File: src/design/lems_pkg.sv
// Shared types and constants for the light effect macro sequencer.
// Holds the request codes, register indexes, table entry layout and sequencer states.
// No dependencies.
package lems_pkg;

  // Request codes carried on req_type.
  typedef enum logic [1:0] {
    REQ_TICK  = 2'd0,
    REQ_WRITE = 2'd1,
    REQ_START = 2'd2
  } req_type_t;

  // Configuration port.
  localparam int CFG_ADDR_W = 1;
  localparam int CFG_DATA_W = 9;
  localparam logic [CFG_ADDR_W-1:0] CFG_TEMPLATE_LENGTH = 1'b0;
  localparam logic [CFG_ADDR_W-1:0] CFG_FADE_STEPS      = 1'b1;

  localparam logic [2:0] MODE_REVERSE_WAVE = 3'd4;

  // Iterations of the shared divider for each kind of quotient.
  localparam logic [4:0] DIV_WAVE_STEPS  = 5'd17;
  localparam logic [4:0] DIV_RATIO_STEPS = 5'd8;

  localparam logic [7:0] RATIO_FULL = 8'hFF;

  // One macro table word, high field first.
  typedef struct packed {
    logic [7:0] color;
    logic       has_color;
    logic [2:0] mode;
    logic [3:0] next;
    logic [7:0] repeats;
    logic [7:0] duration;
  } macro_entry_t;

  localparam int ENTRY_W = $bits(macro_entry_t);

  // The blank delay entry: one tick, no repeats, entry zero follows, no color change.
  localparam macro_entry_t PREQUEL_ENTRY = '{
    color: 8'd0, has_color: 1'b0, mode: 3'd0, next: 4'd0, repeats: 8'd0, duration: 8'd1
  };

  typedef enum logic [3:0] {
    S_IDLE,
    S_START_RD,
    S_START_LOAD,
    S_TICK_RD,
    S_TICK_CUR,
    S_TICK_NEW,
    S_WAVE_DIV,
    S_ADVANCE,
    S_RATIO_SETUP,
    S_RATIO_DIV,
    S_OUT
  } seq_state_t;

endpackage

File: src/design/lems_ram.sv
// Generic single-port-write, single-port-read RAM with a registered read.
// Used for the macro table of the light effect macro sequencer.
// No dependencies.
module lems_ram #(
  parameter int WIDTH = 32,
  parameter int DEPTH = 16
) (
  input  logic                                     clk,
  input  logic                                     we,
  input  logic [(DEPTH > 1 ? $clog2(DEPTH) : 1)-1:0] waddr,
  input  logic [WIDTH-1:0]                         wdata,
  input  logic [(DEPTH > 1 ? $clog2(DEPTH) : 1)-1:0] raddr,
  output logic [WIDTH-1:0]                         rdata
);

  logic [WIDTH-1:0] mem [DEPTH];

  always_ff @(posedge clk) begin
    if (we) begin
      mem[waddr] <= wdata;
    end
    rdata <= mem[raddr];
  end

endmodule

File: src/design/light_effect_macro_sequencer.sv
// Light effect macro sequencer: walks a table of effect entries one tick at a time.
// Depends on lems_pkg and lems_ram (the macro table).
// Writes leave busy low. A start is busy until the wave step divide is done.
// A tick reads its entry, may run the 17-step serial divider for the wave step,
// advances, may run the 8-step divider pass for the dissolve ratio and then
// strobes result_valid. busy drops in the strobe cycle. Results cannot be held off.
// Reset is synchronous: state, counters, colors and result_valid clear, template_length returns to 256.
module light_effect_macro_sequencer #(
  parameter int TABLE_DEPTH = 16
) (
  input  logic                               clk,
  input  logic                               rst,
  // Request channel.
  input  logic                               start,
  output logic                               busy,
  input  logic [1:0]                         req_type,
  input  logic [3:0]                         entry_index,
  input  logic [7:0]                         entry_duration,
  input  logic [7:0]                         entry_repeats,
  input  logic [3:0]                         entry_next,
  input  logic [2:0]                         entry_mode,
  input  logic                               entry_has_color,
  input  logic [7:0]                         entry_color_id,
  input  logic [7:0]                         start_delay,
  input  logic                               start_has_color,
  input  logic [7:0]                         start_color_id,
  // Configuration port.
  input  logic                               cfg_we,
  input  logic [lems_pkg::CFG_ADDR_W-1:0]    cfg_addr,
  input  logic [lems_pkg::CFG_DATA_W-1:0]    cfg_wdata,
  // Result channel.
  output logic                               result_valid,
  output logic [2:0]                         mode,
  output logic [3:0]                         active_entry,
  output logic                               in_prequel,
  output logic [7:0]                         sample_index,
  output logic [7:0]                         current_color_id,
  output logic [7:0]                         previous_color_id,
  output logic [7:0]                         dissolve_ratio
);

  import lems_pkg::*;

  localparam int AW = (TABLE_DEPTH > 1) ? $clog2(TABLE_DEPTH) : 1;
  localparam logic [8:0] DEPTH_W9 = 9'(TABLE_DEPTH);

  // Next indices wrap modulo the table depth; the value is below 16, so a few
  // compare-and-subtract steps are enough for any depth of two or more.
  function automatic logic [3:0] wrap_index(input logic [3:0] v);
    logic [8:0] r;
    r = {5'd0, v};
    for (int i = 0; i < 8; i++) begin
      if (r >= DEPTH_W9) begin
        r = r - DEPTH_W9;
      end
    end
    return r[3:0];
  endfunction

  function automatic logic [7:0] eff_duration(input macro_entry_t e);
    return (e.duration == 8'd0) ? 8'd1 : e.duration;
  endfunction

  // Configuration registers.
  logic [8:0] template_length;
  logic [7:0] fade_steps;

  // Sequencer state.
  seq_state_t   state, state_next;
  logic [8:0]   tick_count;
  logic [7:0]   repeat_count;
  logic [3:0]   entry_pointer;
  logic         prequel_flag;
  logic [15:0]  wave_step;
  logic [15:0]  wave_accum;
  logic [7:0]   dissolve_count;
  logic [7:0]   color_now;
  logic [7:0]   color_before;
  macro_entry_t act_word;
  logic         div_for_tick;
  logic [7:0]   ratio;

  // Start request fields held for the table read.
  logic [7:0]   st_delay;
  logic         st_has_color;
  logic [7:0]   st_color;

  // Shared serial divider.
  logic [7:0]   div_rem;
  logic [16:0]  div_num;
  logic [16:0]  div_quo;
  logic [7:0]   div_den;
  logic [4:0]   div_cnt;
  logic [8:0]   div_trial;
  logic         div_fit;
  logic [7:0]   div_rem_step;
  logic [16:0]  div_quo_step;
  logic         div_last;

  // Table memory.
  logic          ram_we;
  logic [AW-1:0] ram_waddr;
  logic [AW-1:0] ram_raddr;
  macro_entry_t  ram_wdata;
  logic [ENTRY_W-1:0] ram_rdata;
  macro_entry_t  rd_word;

  logic          accept;
  macro_entry_t  cur_word;
  logic          expire;
  logic [3:0]    next_ptr;
  logic [15:0]   ratio_prod;
  logic [7:0]    rev_index;

  assign accept    = start && !busy;
  assign rd_word   = macro_entry_t'(ram_rdata);
  assign cur_word  = prequel_flag ? PREQUEL_ENTRY : rd_word;
  assign expire    = (tick_count <= 9'd1);
  assign next_ptr  = wrap_index(cur_word.next);
  assign ratio_prod = {dissolve_count, 8'd0} - {8'd0, dissolve_count};
  assign rev_index = template_length[7:0] - 8'd1 - wave_accum[15:8];

  assign div_trial    = {div_rem, div_num[16]};
  assign div_fit      = (div_trial >= {1'b0, div_den});
  assign div_rem_step = div_fit ? 8'(div_trial - {1'b0, div_den}) : div_trial[7:0];
  assign div_quo_step = {div_quo[15:0], div_fit};
  assign div_last     = (div_cnt == 5'd1);

  assign ram_we = accept && (req_type == REQ_WRITE) && ({5'd0, entry_index} < DEPTH_W9);
  assign ram_waddr = AW'(entry_index);
  assign ram_wdata = '{
    color:     entry_color_id,
    has_color: entry_has_color,
    mode:      entry_mode,
    next:      entry_next,
    repeats:   entry_repeats,
    duration:  entry_duration
  };

  lems_ram #(
    .WIDTH (ENTRY_W),
    .DEPTH (TABLE_DEPTH)
  ) u_table (
    .clk   (clk),
    .we    (ram_we),
    .waddr (ram_waddr),
    .wdata (ram_wdata),
    .raddr (ram_raddr),
    .rdata (ram_rdata)
  );

  always_ff @(posedge clk) begin
    if (rst) begin
      state <= S_IDLE;
    end else begin
      state <= state_next;
    end
  end

  always_comb begin
    state_next = state;
    busy       = (state != S_IDLE);
    ram_raddr  = AW'(entry_pointer);
    case (state)
      S_IDLE: begin
        if (accept) begin
          case (req_type)
            REQ_TICK:  state_next = S_TICK_RD;
            REQ_START: state_next = S_START_RD;
            default:   state_next = S_IDLE;
          endcase
        end
      end
      S_START_RD: begin
        ram_raddr  = '0;
        state_next = S_START_LOAD;
      end
      S_START_LOAD: state_next = S_WAVE_DIV;
      S_TICK_RD:    state_next = S_TICK_CUR;
      S_TICK_CUR: begin
        // The following entry is read here in case the current one runs out.
        ram_raddr = AW'(next_ptr);
        if (!expire) begin
          state_next = S_ADVANCE;
        end else if (repeat_count == 8'd0) begin
          state_next = S_TICK_NEW;
        end else begin
          state_next = S_WAVE_DIV;
        end
      end
      S_TICK_NEW: state_next = S_WAVE_DIV;
      S_WAVE_DIV: begin
        if (div_last) begin
          state_next = div_for_tick ? S_ADVANCE : S_IDLE;
        end
      end
      S_ADVANCE: state_next = S_RATIO_SETUP;
      S_RATIO_SETUP: begin
        if (fade_steps == 8'd0 || dissolve_count >= fade_steps) begin
          state_next = S_OUT;
        end else begin
          state_next = S_RATIO_DIV;
        end
      end
      S_RATIO_DIV: begin
        if (div_last) begin
          state_next = S_OUT;
        end
      end
      S_OUT:   state_next = S_IDLE;
      default: state_next = S_IDLE;
    endcase
  end

  // Configuration registers.
  always_ff @(posedge clk) begin
    if (rst) begin
      template_length <= 9'd256;
      fade_steps      <= 8'd0;
    end else if (cfg_we) begin
      case (cfg_addr)
        CFG_TEMPLATE_LENGTH: template_length <= cfg_wdata;
        CFG_FADE_STEPS:      fade_steps      <= cfg_wdata[7:0];
        default: ;
      endcase
    end
  end

  // Sequencer datapath.
  always_ff @(posedge clk) begin
    if (rst) begin
      tick_count     <= '0;
      repeat_count   <= '0;
      entry_pointer  <= '0;
      prequel_flag   <= 1'b0;
      wave_step      <= '0;
      wave_accum     <= '0;
      dissolve_count <= '0;
      color_now      <= '0;
      color_before   <= '0;
      div_for_tick   <= 1'b0;
      div_cnt        <= '0;
      result_valid   <= 1'b0;
    end else begin
      result_valid <= 1'b0;
      case (state)
        S_IDLE: begin
          if (accept && req_type == REQ_START) begin
            st_delay     <= start_delay;
            st_has_color <= start_has_color;
            st_color     <= start_color_id;
          end
        end
        S_START_LOAD: begin
          color_now      <= st_has_color ? st_color : rd_word.color;
          color_before   <= st_has_color ? st_color : rd_word.color;
          entry_pointer  <= '0;
          prequel_flag   <= (st_delay != 8'd0);
          dissolve_count <= '0;
          if (st_delay != 8'd0) begin
            tick_count   <= {1'b0, st_delay} + 9'd1;
            repeat_count <= '0;
            act_word     <= PREQUEL_ENTRY;
            div_den      <= 8'd1;
          end else begin
            tick_count   <= {1'b0, eff_duration(rd_word)} + 9'd1;
            repeat_count <= rd_word.repeats;
            act_word     <= rd_word;
            div_den      <= eff_duration(rd_word);
          end
          div_rem      <= '0;
          div_num      <= {template_length, 8'd0};
          div_quo      <= '0;
          div_cnt      <= DIV_WAVE_STEPS;
          div_for_tick <= 1'b0;
        end
        S_TICK_CUR: begin
          if (!expire) begin
            tick_count <= tick_count - 9'd1;
            act_word   <= cur_word;
          end else if (repeat_count == 8'd0) begin
            entry_pointer <= next_ptr;
            prequel_flag  <= 1'b0;
          end else begin
            repeat_count <= repeat_count - 8'd1;
            act_word     <= cur_word;
            tick_count   <= {1'b0, eff_duration(cur_word)};
            div_rem      <= '0;
            div_num      <= {template_length, 8'd0};
            div_quo      <= '0;
            div_den      <= eff_duration(cur_word);
            div_cnt      <= DIV_WAVE_STEPS;
            div_for_tick <= 1'b1;
          end
        end
        S_TICK_NEW: begin
          repeat_count <= rd_word.repeats;
          if (rd_word.has_color) begin
            dissolve_count <= fade_steps;
            color_before   <= color_now;
            color_now      <= rd_word.color;
          end
          act_word     <= rd_word;
          tick_count   <= {1'b0, eff_duration(rd_word)};
          div_rem      <= '0;
          div_num      <= {template_length, 8'd0};
          div_quo      <= '0;
          div_den      <= eff_duration(rd_word);
          div_cnt      <= DIV_WAVE_STEPS;
          div_for_tick <= 1'b1;
        end
        S_WAVE_DIV: begin
          div_rem <= div_rem_step;
          div_num <= {div_num[15:0], 1'b0};
          div_quo <= div_quo_step;
          div_cnt <= div_cnt - 5'd1;
          if (div_last) begin
            // The accumulator restarts one step behind zero so the first tick lands on zero.
            wave_step  <= div_quo_step[15:0];
            wave_accum <= 16'd0 - div_quo_step[15:0];
          end
        end
        S_ADVANCE: begin
          wave_accum <= wave_accum + wave_step;
          if (dissolve_count != 8'd0) begin
            dissolve_count <= dissolve_count - 8'd1;
          end
        end
        S_RATIO_SETUP: begin
          if (fade_steps == 8'd0) begin
            ratio <= '0;
          end else if (dissolve_count >= fade_steps) begin
            ratio <= RATIO_FULL;
          end else begin
            // The quotient is known to fit in eight bits, so the high byte
            // of the dividend is already a valid partial remainder.
            div_rem <= ratio_prod[15:8];
            div_num <= {ratio_prod[7:0], 9'd0};
            div_quo <= '0;
            div_den <= fade_steps;
            div_cnt <= DIV_RATIO_STEPS;
          end
        end
        S_RATIO_DIV: begin
          div_rem <= div_rem_step;
          div_num <= {div_num[15:0], 1'b0};
          div_quo <= div_quo_step;
          div_cnt <= div_cnt - 5'd1;
          if (div_last) begin
            ratio <= div_quo_step[7:0];
          end
        end
        S_OUT: begin
          result_valid      <= 1'b1;
          mode              <= act_word.mode;
          active_entry      <= prequel_flag ? 4'd0 : entry_pointer;
          in_prequel        <= prequel_flag;
          sample_index      <= (act_word.mode == MODE_REVERSE_WAVE) ? rev_index
                                                                   : wave_accum[15:8];
          current_color_id  <= color_now;
          previous_color_id <= color_before;
          dissolve_ratio    <= ratio;
        end
        default: ;
      endcase
    end
  end

endmodule
File: config.mk
export PLATFORM = sky130hd
export DESIGN_NAME = light_effect_macro_sequencer
export DESIGN_NICKNAME = d
export VERILOG_FILES = /design/src/design/lems_pkg.sv /design/src/design/lems_ram.sv /design/src/design/light_effect_macro_sequencer.sv
export SDC_FILE = /design/constraint.sdc
export NUM_CORES = 1
export LEC_CHECK = 0
export ABC_CLOCK_PERIOD_IN_PS = 6300
export BUFFER_PORTS_ARGS = -buffer_cell sky130_fd_sc_hd__buf_2
export CAP_MARGIN = 25
export CORE_ASPECT_RATIO = 1.25
export CORE_MARGIN = 3
export CORE_UTILIZATION = 25
export DETAILED_ROUTE_END_ITERATION = 10
export HOLD_SLACK_MARGIN = 0.15
export PLACE_DENSITY = 0.4
export SETUP_SLACK_MARGIN = 0.3
export SLEW_MARGIN = 25
export SYNTH_ARGS = -nofsm -noshare
export SYNTH_HDL_FRONTEND = slang
export SYNTH_SLANG_ARGS = --single-unit
export TNS_END_PERCENT = 30
File: constraint.sdc
create_clock -name clk -period 6.3 [get_ports clk]
set_input_delay 0.315 -clock clk [delete_from_list [all_inputs] [get_ports clk]]
set_output_delay 0.315 -clock clk [all_outputs]
set_load 0.05 [all_outputs]
* Yosys cells after proc, flatten, opt, wreduce, memory -nomap -nowiden *
Memory sizes are Yosys's and may differ from the RTL's. A register that Yosys moved wholly into a read port is not among the register bits.
Cells that the tools add are included.
Widths: inputs -> output; s select.

word-level totals
  register bits after elaboration = 222
  memory bits (writable) = 512
  input bits = 69
  output and inout bits = 42
  logic and storage cells = 195
  memories = 1

operators by class
  $add $sub $neg = 12
  $lt $le $gt $ge = 3
  equality and inequality tests = 26
  mux-type cells = 79
  bitwise gates (word level) = 2
  reductions and logical operators = 41

memory list
  memory       words  bits a word  rd ports  clocked after Yosys merged registers in  write ports  line            RTL
  u_table.mem  16     32           1         1                                        1            lems_ram.sv:16  logic [WIDTH-1:0] mem [DEPTH];

operators with widths
  cell                 number
  $mux 8               24
  $mux 23              4
  $pmux 23 s3          1
  $mux 17              4
  $pmux 17 s4          1
  $pmux 8 s4           2
  $mux 15              4
  $pmux 15 s4          1
  $pmux 8 s2           3
  $pmux 8 s3           2
  $pmux 4 s9           1
  $logic_not 8->1      4
  $pmux 16 s2          1
  $mux 9               3
  $pmux 9 s3           1
  $sub 8x1->8 const B  3
  $mux 4               5
  $mux 5               4
  $pmux 5 s4           1
  $add 8x1->9 const B  2
  $ne 2x2->1 const B   9
  $reduce_and 3->1     6
  $add 16x16->16       1
  $eq 4x3->1 const B   4
  40 further kinds     72

* Logic depth before layout (Yosys ltp) *
Gate-level depths: netlist of the first run.

  depth in word-level cells = 6
  mapped depth = 14
  depth with buffers taken out = 12

* Hierarchy *
Synthesis of the first run repeated with hierarchy kept, for this count alone.

second synthesis, totals
  cell total of the unflattened synthesis = 2067
  area total of the unflattened synthesis = 31137.4 sq um

modules (own cells, without submodules)
  module                        instances  cells each  area each (sq um)  sequential area each (sq um)
  lems_ram                      1          838         19835.3            16015.4
  light_effect_macro_sequencer  1          1229        11302.1            5365.1

* Worst setup path after synthesis of the first run *
Ideal clock, no wire load.

  path type = register -> register
  from = register state[3]
  to = memory u_table.mem[0][0], enable pin
  library setup time = 461 ps
  data arrival time = 3925 ps
  setup slack = 1914 ps
  stages on the path, launching flop included = 7
  buffers on the path = 1
  period minus slack after synthesis = 4386 ps
  cell sequence = dfxtp_1 buf_2 nor2_1 nand3_1 nor3b_1 or3b_2 nor3_1

on the way
  word-level cells in the longest chain between the ends = 6

RTL lines
  item                          line                                 RTL
  start: declaration            light_effect_macro_sequencer.sv:69   seq_state_t state, state_next;
  start signal: assignment      light_effect_macro_sequencer.sv:156  state <= state_next;
  $reduce_bool 4->1             light_effect_macro_sequencer.sv:162  busy = (state != S_IDLE);
  $logic_not 1->1               light_effect_macro_sequencer.sv:115  assign accept = start && !busy;
  $logic_and 1x1->1             light_effect_macro_sequencer.sv:115
  $logic_and 1x1->1             light_effect_macro_sequencer.sv:129  assign ram_we = accept && (req_type == REQ_WRITE) && ({5'd0, entry_index} < DEPTH_W9);
  $mux 1                        lems_ram.sv:19                       if (we) begin
  $mux 1 (not written as such)  lems_ram.sv:20                       mem[waddr] <= wdata;
  end: declaration              lems_ram.sv:16

No other way between the ends.

* Worst setup path in the final report of the first run *
  from = register state[3]
  to = memory u_table.mem[9][29], enable pin

The elaborated chain is that of the path after synthesis.

==> results by group, run 1 <==
Die
  – Die Span Y: 406 microns
  – Row count: 146
  – Die area: 0.132 sq mm
  – CORE AREA: 0.127 sq mm
  – Chip width: roughly 330 microns
  – Starting Density: 25.2%
  – Top-level port count: 111

Worst setup path
  – Critical path launch point type: flip-flop
  – Crit. End Element: flip-flop
  – FF-to-FF Start: state[3]$_SDFFE_PP0P_
  – CP Data Required Time: 6.60 ns
  – Crit path cell chain: nor2_1, nand3_1, nor3b_1, nand3b_1, nor2_4, buf_4
  – Critical path's slowest cell: nor2_4
  – R2r setup slk: 2.31 ns
  – CP delay by family, top: simple AND/OR/NAND/NOR gates
  – Largest stage delay on the critical path: 0.74 ns
  – Reg2reg path depth: 6
  – CP bufs+invs: 1
  – WS Path Type: flip-flop to flip-flop
  – Reg2reg end: u_table.mem[9][29]$_DFFE_PP_
  – Worst EP arrival: 4.29 ns
  – Worst-path maximum fanout: 21

STA
  – Final Hold Viols: 0
  – Worst-Margin Slew: 1.02 ns
  – Post-route setup slack: 2.31 ns
  – Fin Hold WS: 0.244 ns
  – Tcrit/Tclk final: between 60 and 70%
  – Fin crit period: 3.99 ns
  – Max-slew violations: 0
  – RSZ-0062 raised after global routing: no
  – Setup TNS: 0 ns
  – Fmax: 251 MHz
  – # setup viols final: 0
  – Final Skew: 0.0260 ns
  – Slew margin rel.: 31.7%

Routing
  – Avg WL per Cell: 21.2 microns
  – Vias after detailed routing: about 22k
  – Routed vias/inst: 4.71
  – DRC Markers: 0
  – Total Wirelength: 97200 microns
  – First-pass iteration count of the detailed router: 8
  – Routed Antenna Nets: 0
  – 1st-iter DRT viols: 1597

Global route
  – Initial antenna violation count: 5
  – First-pass GRT wire length: 143000 microns
  – GRT Total Usage: 14.4%
  – Grt ovf: 0
  – Largest net degree at the start of global routing: between 100 and 150
  – Number of global-route vias before repair: ~22k

Hold path
  – Hold path startpoint: entry_index[0]
  – Hold WC Path Type: input port to flip-flop
  – WHS Path Cells: 2
  – Endpoint, Worst Hold: u_table.mem[4][0]$_DFFE_PP_

Outcome
  – Outcome: completed

Clock network
  – Post-CTS setup buffer count: 0
  – Clock Tree Buf Depth: 3
  – Latest clock arrival within the worst-skew pair: 0.66 ns
  – Sink Count: 758
  – CTS root buf: clkbuf_16
  – TritonCTS clock tree: yes
  – TritonCTS Buffers: 87
  – Clock-pin slew on the worst setup and hold paths: ~0.060 ns
  – H-Tree Depth: 3

Synthesis
  – Syn Nets: roughly 2.8k
  – Post-synth EDFFs: 620
  – Most frequent cell after synthesis: edfxtp_1
  – Synth Area per Inst: approximately 12 sq um
  – #FFs+latches synth: 758
  – Number of cells produced by synthesis: 2646
  – Asr flop ratio synth: 0%
  – Dominant cells by area after synthesis: edfxtp_1 58%, dfxtp_1 8.6%, nand2_1 6.1%, a21oi_1 3.8%, mux2i_1 2.5%
  – Synth top cells by count: 620 x edfxtp_1, 519 x nand2_1, 244 x a21oi_1
  – Distinct cell type count after synthesis: 80
  – Top cell type's share of synthesized area: 58.2%
  – Area leader, netlist: edfxtp_1
  – Register area share after synthesis: 66.8%
  – Mapped cell area: 0.0320 sq mm
  – Main synth FF type: edfxtp_1
  – Synth warn: 0

Placed design
  – Placed wire-length estimate: 63400 microns
  – Cell count after placement: 4356
  – Dpl ws: 2.24 ns
  – Final Wtd Congestion: 0.813
  – Number of port buffers: 110
  – Placed Area: 0.0348 sq mm

Pwr
  – Leak: 13.5 nW
  – Worst vdd ir: 227 uV
  – Power density over the cells: 385 mW/mm^2
  – PnR Total Power: 14.8 mW

Final layout
  – Finished Cell Area: between 0.03 and 0.04 sq mm
  – Layout net count: 2930
  – Fill cell count: 12.9k
  – Final cell count without fillers: around 4.6k
  – Area Growth Syn to Fin: 20.1%
  – Share of layout cells above drive strength 1: 12.3%
  – Final Util: 30.3%

Flow run
  – Max_cap viols: 0
## metal layers
layer / GRT usage (%) / vias up / share of wire [%]
met2: 24.9 / 533 / 49
met4: 4.56 / 2 / 2.6
met3: 2.49 / 139 / 4.8
met1: 18.2 / 10800 / 43
met5: 0 / - / 0.013
li1: - / 10100 / -
## logic make-up after synthesis
logic type	synth area share [%]
AO/OA/AOI/OAI	12.1
XOR/XNOR	1.51
adder cells (fa/ha/maj)	2.03
buffers and inverters	2.64
flip-flops	66.8
multiplexers	2.64
AND/OR/NAND/NOR	12.3
## sequential cells by signal, indices dropped and copies added (netlist names), 9 cells and up
register,cells
div_num,9
div_quo,15
template_length,9
tick_count,9
u_table.mem,512
u_table.rdata,32
wave_accum,16
wave_step,16
## power breakdown
group / internal, mW / total, mW / switching, mW
sequential: 5.79 / 6.24 / 0.448
combinational: 1.17 / 3.40 / 2.23
clock: 3.01 / 5.14 / 2.13
## worst max-delay path by stage
stage / depth (start not counted) / slack, ns / startpoint / end
CTS: 6 / 2.18 / state[3]$_SDFFE_PP0P_ / u_table.mem[9][29]$_DFFE_PP_
global route: 6 / 1.94 / state[3]$_SDFFE_PP0P_ / u_table.mem[9][29]$_DFFE_PP_
detailed placement: 6 / 2.24 / state[3]$_SDFFE_PP0P_ / u_table.mem[9][28]$_DFFE_PP_
global placement: 5 / 2.31 / state[3]$_SDFFE_PP0P_ / u_table.mem[7][16]$_DFFE_PP_
finish: 6 / 2.31 / state[3]$_SDFFE_PP0P_ / u_table.mem[9][29]$_DFFE_PP_
floorplan: 6 / 1.91 / state[3]$_SDFFE_PP0P_ / u_table.mem[0][0]$_DFFE_PP_
## area by class of cell
cell class              instances  area (sq um)  area share [%]
flip-flops and latches        758         21400            55.7
clock buffers                 121          2380            6.21
multi-input cells            1683          9990            26.0
diodes                          2          5.00          0.0130
clock inverters                42           532            1.38
inverters                      51           191           0.498
well taps                    1702          2130            5.54
repair buffers                230          1800            4.68
## layout by cell type (no fill, tap or decap), types with 8 or more instances in the layout
| cell | n |
|---|---|
| edfxtp_1 | 620 |
| nand2_1 | 519 |
| a21oi_1 | 242 |
| dfxtp_1 | 138 |
| nor2_1 | 112 |
| buf_2 | 109 |
| nand3_1 | 93 |
| clkbuf_16 | 87 |
| mux2i_1 | 80 |
| dlygate4sd3_1 | 68 |
| o21ai_0 | 54 |
| inv_1 | 51 |
| a221oi_1 | 48 |
| a22oi_1 | 47 |
| ha_1 | 47 |
| a31oi_1 | 45 |
| buf_4 | 42 |
| nor3_1 | 39 |
| a32oi_1 | 34 |
| xnor2_1 | 28 |
| xor2_1 | 27 |
| clkbuf_1 | 26 |
| o211ai_1 | 19 |
| a21o_1 | 18 |
| and2_1 | 16 |
| o21a_1 | 14 |
| nor2_4 | 14 |
| clkinv_2 | 14 |
| a211oi_1 | 13 |
| nand2b_1 | 13 |
| nor2b_1 | 10 |
| nor3b_1 | 10 |
| o22ai_1 | 9 |
| bufinv_16 | 8 |
| clkbuf_8 | 8 |
## repair_timing
item / in CTS / in global routing
hold buffers: 68 / 0
gates resized for setup: 0 / 0
endpoints found under the hold margin: 574 / 0
No activity file was read; power rests on OpenSTA's default activity.
==> run 2, diff against run 1 <==
Settings changed: ABC_AREA set to 1, ABC_CLOCK_PERIOD_IN_PS 6300 to 3300, PLACE_DENSITY 0.4 to 0.41.
Clock period 6.3 ns to 3.3 ns, I/O delays scaled along.
==> run 2 against run 1 <==
Via count grew 8.5%. Utilization grew 0.29 points. Critical path depth grew 10. Count of clock-buffer cells in the layout grew 2. Largest cell class unchanged. Sequential share of layout area shrank 2.3 points.
==> results by group, run 2 <==
Routing
  – Avg WL per Cell: 19.5 microns
  – First-pass iteration count of the detailed router: 5
  – Routed vias/inst: 4.49
  – 1st-iter DRT viols: 1398
  – DRC Markers: 0
  – Routed Antenna Nets: 0
  – Vias after detailed routing: 23.5k
  – Total Wirelength: between 100000 and 150000 microns

STA
  – # setup viols final: 0
  – Final Hold Viols: 0
  – Post-route setup slack: 0.543 ns
  – Worst-Margin Slew: 0.766 ns
  – Tcrit/Tclk final: 83.5%
  – Fmax: 363 MHz
  – Final Skew: 0.0495 ns
  – Fin crit period: 2.76 ns
  – Max-slew violations: 0
  – Setup TNS: 0 ns
  – RSZ-0062 raised after global routing: yes
  – Slew margin rel.: 49.0%

Pwr
  – Clock share of power: 32.6%
  – P_int: 19.0 mW
  – P_sw: ~10 mW
  – Leak: 15.0 nW
  – Power density over the cells: 722 mW/mm^2
  – Comb pwr share: 26.9%
  – PnR Total Power: 28.9 mW
  – Seq pwr share: 40.5%
  – Sw Share: 34.4%
  – Worst vdd ir: roughly 400 uV

Synthesis
  – Mapped cell area: 0.0332 sq mm
  – Syn Nets: 3333
  – Top cell type's share of synthesized area: 56.0%
  – Post-synth EDFFs: between 600 and 700
  – Main synth FF type: edfxtp_1
  – Distinct cell type count after synthesis: between 50 and 60
  – Register area share after synthesis: 64.3%
  – Area leader, netlist: edfxtp_1
  – Most frequent cell after synthesis: nand2_1
  – Asr flop ratio synth: 0%
  – Synth warn: 0
  – #FFs+latches synth: roughly 760
  – Synth top cells by count: 634 x nand2_1, 620 x edfxtp_1, 376 x inv_1
  – Dominant cells by area after synthesis: edfxtp_1 56%, dfxtp_1 8.3%, nand2_1 7.2%, nand3_1 5.0%, inv_1 4.2%
  – Number of cells produced by synthesis: 3214
  – Synth Area per Inst: about 10 sq um

Worst setup path
  – CP Capture Point: wave_accum[14]$_SDFFE_PP0P_
  – CP Data Required Time: 3.82 ns
  – R2r setup slk: 0.54 ns
  – Critical path's slowest cell: edfxtp_1
  – FF-to-FF Start: div_rem[2]$_DFFE_PP_
  – Crit path cell chain: ha_1, nand2_1, inv_1, nand2_1, nand3_1, a21oi_1, ha_1, nand3_1, nor2_1, nand2_1, nand2_1, nand3_1, nand2_1, inv_1, nand2_1, a21oi_1
  – Worst-path maximum fanout: 4
  – Reg2reg end: wave_accum[14]$_SDFFE_PP0P_
  – WS Path Type: flip-flop to flip-flop
  – Reg2reg path depth: 16
  – Worst Setup SP: div_rem[2]$_DFFE_PP_
  – Critical path launch point type: flip-flop
  – Crit. End Element: flip-flop
  – Worst EP arrival: 3.27 ns
  – Most used cell, CP: nand2_1
  – Largest stage delay on the critical path: 0.38 ns

Die
  – Row count: 148
  – Die area: 0.137 sq mm
  – Chip width: 332 microns
  – Die Span Y: 414 microns
  – Starting Density: 25.4%
  – Top-level port count: 111
  – CORE AREA: approximately 0.13 sq mm

Placed design
  – Dpl ws: 0.481 ns
  – Number of port buffers: 110
  – Final Wtd Congestion: 0.837
  – Cell count after placement: roughly 5.0k
  – Placed wire-length estimate: 63500 microns

Global route
  – GRT Total Usage: 14.8%
  – Largest net degree at the start of global routing: 83
  – First-pass GRT wire length: 152000 microns
  – Initial antenna violation count: 9
  – Number of global-route vias before repair: roughly 23k
  – Grt ovf: 0

Final layout
  – Layout net count: between 3k and 4k
  – Largest registers: u_table.mem: 512 flops, u_table.rdata: 32 flops
  – Final cell count without fillers: 5231
  – Most flops, register: u_table.mem
  – Share of layout cells above drive strength 1: a little over a tenth
  – Area Growth Syn to Fin: 20.5%
  – Commonest cells after routing, fill and taps aside: 634 x nand2_1, 620 x edfxtp_1, 374 x inv_1
  – Number of flip-flops in the largest register: 512
  – Leading cell type in the layout, fill and taps excluded: nand2_1

Clock network
  – Post-CTS setup buffer count: 0
  – Latest clock arrival within the worst-skew pair: ~0.70 ns
  – TritonCTS Buffers: 86
  – Sink Count: 758
  – CTS root buf: clkbuf_16
  – Clock-pin slew on the worst setup and hold paths: around 0.060 ns
  – TritonCTS clock tree: yes
  – Clock Tree Buf Depth: 3
  – H-Tree Depth: 3

Flow run
  – Max_cap viols: 0

Hold path
  – Hold WC Path Type: input port to flip-flop

Outcome
  – Outcome: completed
-- run 2: area by class of cell --
type	instances	area, sq um
repair buffers	283	2420
well taps	1725	2160
clock buffers	123	2440
diodes	2	5.00
fillers	13600	91100
multi-input cells	1918	9840
flip-flops and latches	758	21400
inverters	386	1450
clock inverters	36	355
-- run 2: cell families (layout without fill, tap and decap cells) --
logic type | Yosys count | after routing | synth area share [%]
buffers and inverters | 538 | 828 | 6.70
AO/OA/AOI/OAI | 630 | 630 | 10.9
other | 0 | 2 | 0
XOR/XNOR | 22 | 22 | 0.580
adder cells (fa/ha/maj) | 50 | 50 | 1.95
flip-flops | 758 | 758 | 64.3
AND/OR/NAND/NOR | 1216 | 1216 | 15.6
-- run 2: critical path, delay by kind of cell (launching register included) --
kind / cells / cell delay, ns
buffers and inverters: 2 / 0.11
AND/OR/NAND/NOR: 10 / 1.17
adder cells (fa/ha/maj): 2 / 0.61
AO/OA/AOI/OAI: 2 / 0.30
flip-flops: 1 / 0.38
-- run 2: metal layers --
metal | vias to the layer above | routed length (microns) | share of wire, % | GRT usage, %
met4 | 2 | 2380 | 2.3 | 4.70
met2 | 374 | 51800 | 51 | 26.8
met3 | 135 | 3440 | 3.4 | 1.98
met5 | - | 13 | 0.013 | 0
li1 | 11600 | - | - | -
met1 | 11400 | 44300 | 43 | 18.1
-- run 2: worst min-delay path by stage --
stage	from	endpoint	slack, ns	cells past startpoint
2_1_floorplan	start_color_id[0]	st_color[0]$_DFFE_PP_	0.26	0
3_3_place_gp	start_color_id[0]	st_color[0]$_DFFE_PP_	0.34	1
3_5_place_dp	start_color_id[0]	st_color[0]$_DFFE_PP_	0.35	1
4_1_cts	start_delay[0]	st_delay[0]$_DFFE_PP_	0.23	2
5_1_grt	start_delay[7]	st_delay[7]$_DFFE_PP_	0.26	2
6_report	start_delay[7]	st_delay[7]$_DFFE_PP_	0.27	2
-- run 2: metrics by stage --
| stage | utilization, % | hold slack [ns] | instance area [sq um] |
|---|---|---|---|
| after detailed placement | 27.8 | 0.346 | 36400 |
| final | 30.5 | 0.271 | 40100 |
| after global placement | 27.8 | 0.342 | 36400 |
| after floorplan | - | 0.264 | 33300 |
| after global routing | 30.5 | 0.265 | 40000 |
| after CTS | 30.5 | 0.226 | 40000 |
-- run 2: what timing repair did --
action | in CTS | in global routing
endpoints found under the hold margin | 652 | 0
hold buffers | 83 | 0
endpoints found under the setup margin | 0 | 3
gates resized for setup | 0 | 1
-- run 2: power groups by stage --
| stage | sequential, mW | combinational, mW | clock, mW |
|---|---|---|---|
| floorplan | 11.6 | 5.39 | 0 |
| global placement | 11.9 | 7.81 | 0 |
| detailed placement | 11.9 | 7.82 | 0 |
| CTS | 11.7 | 7.93 | 9.80 |
| global route | 11.8 | 8.79 | 10.1 |
| finish | 11.7 | 7.78 | 9.44 |
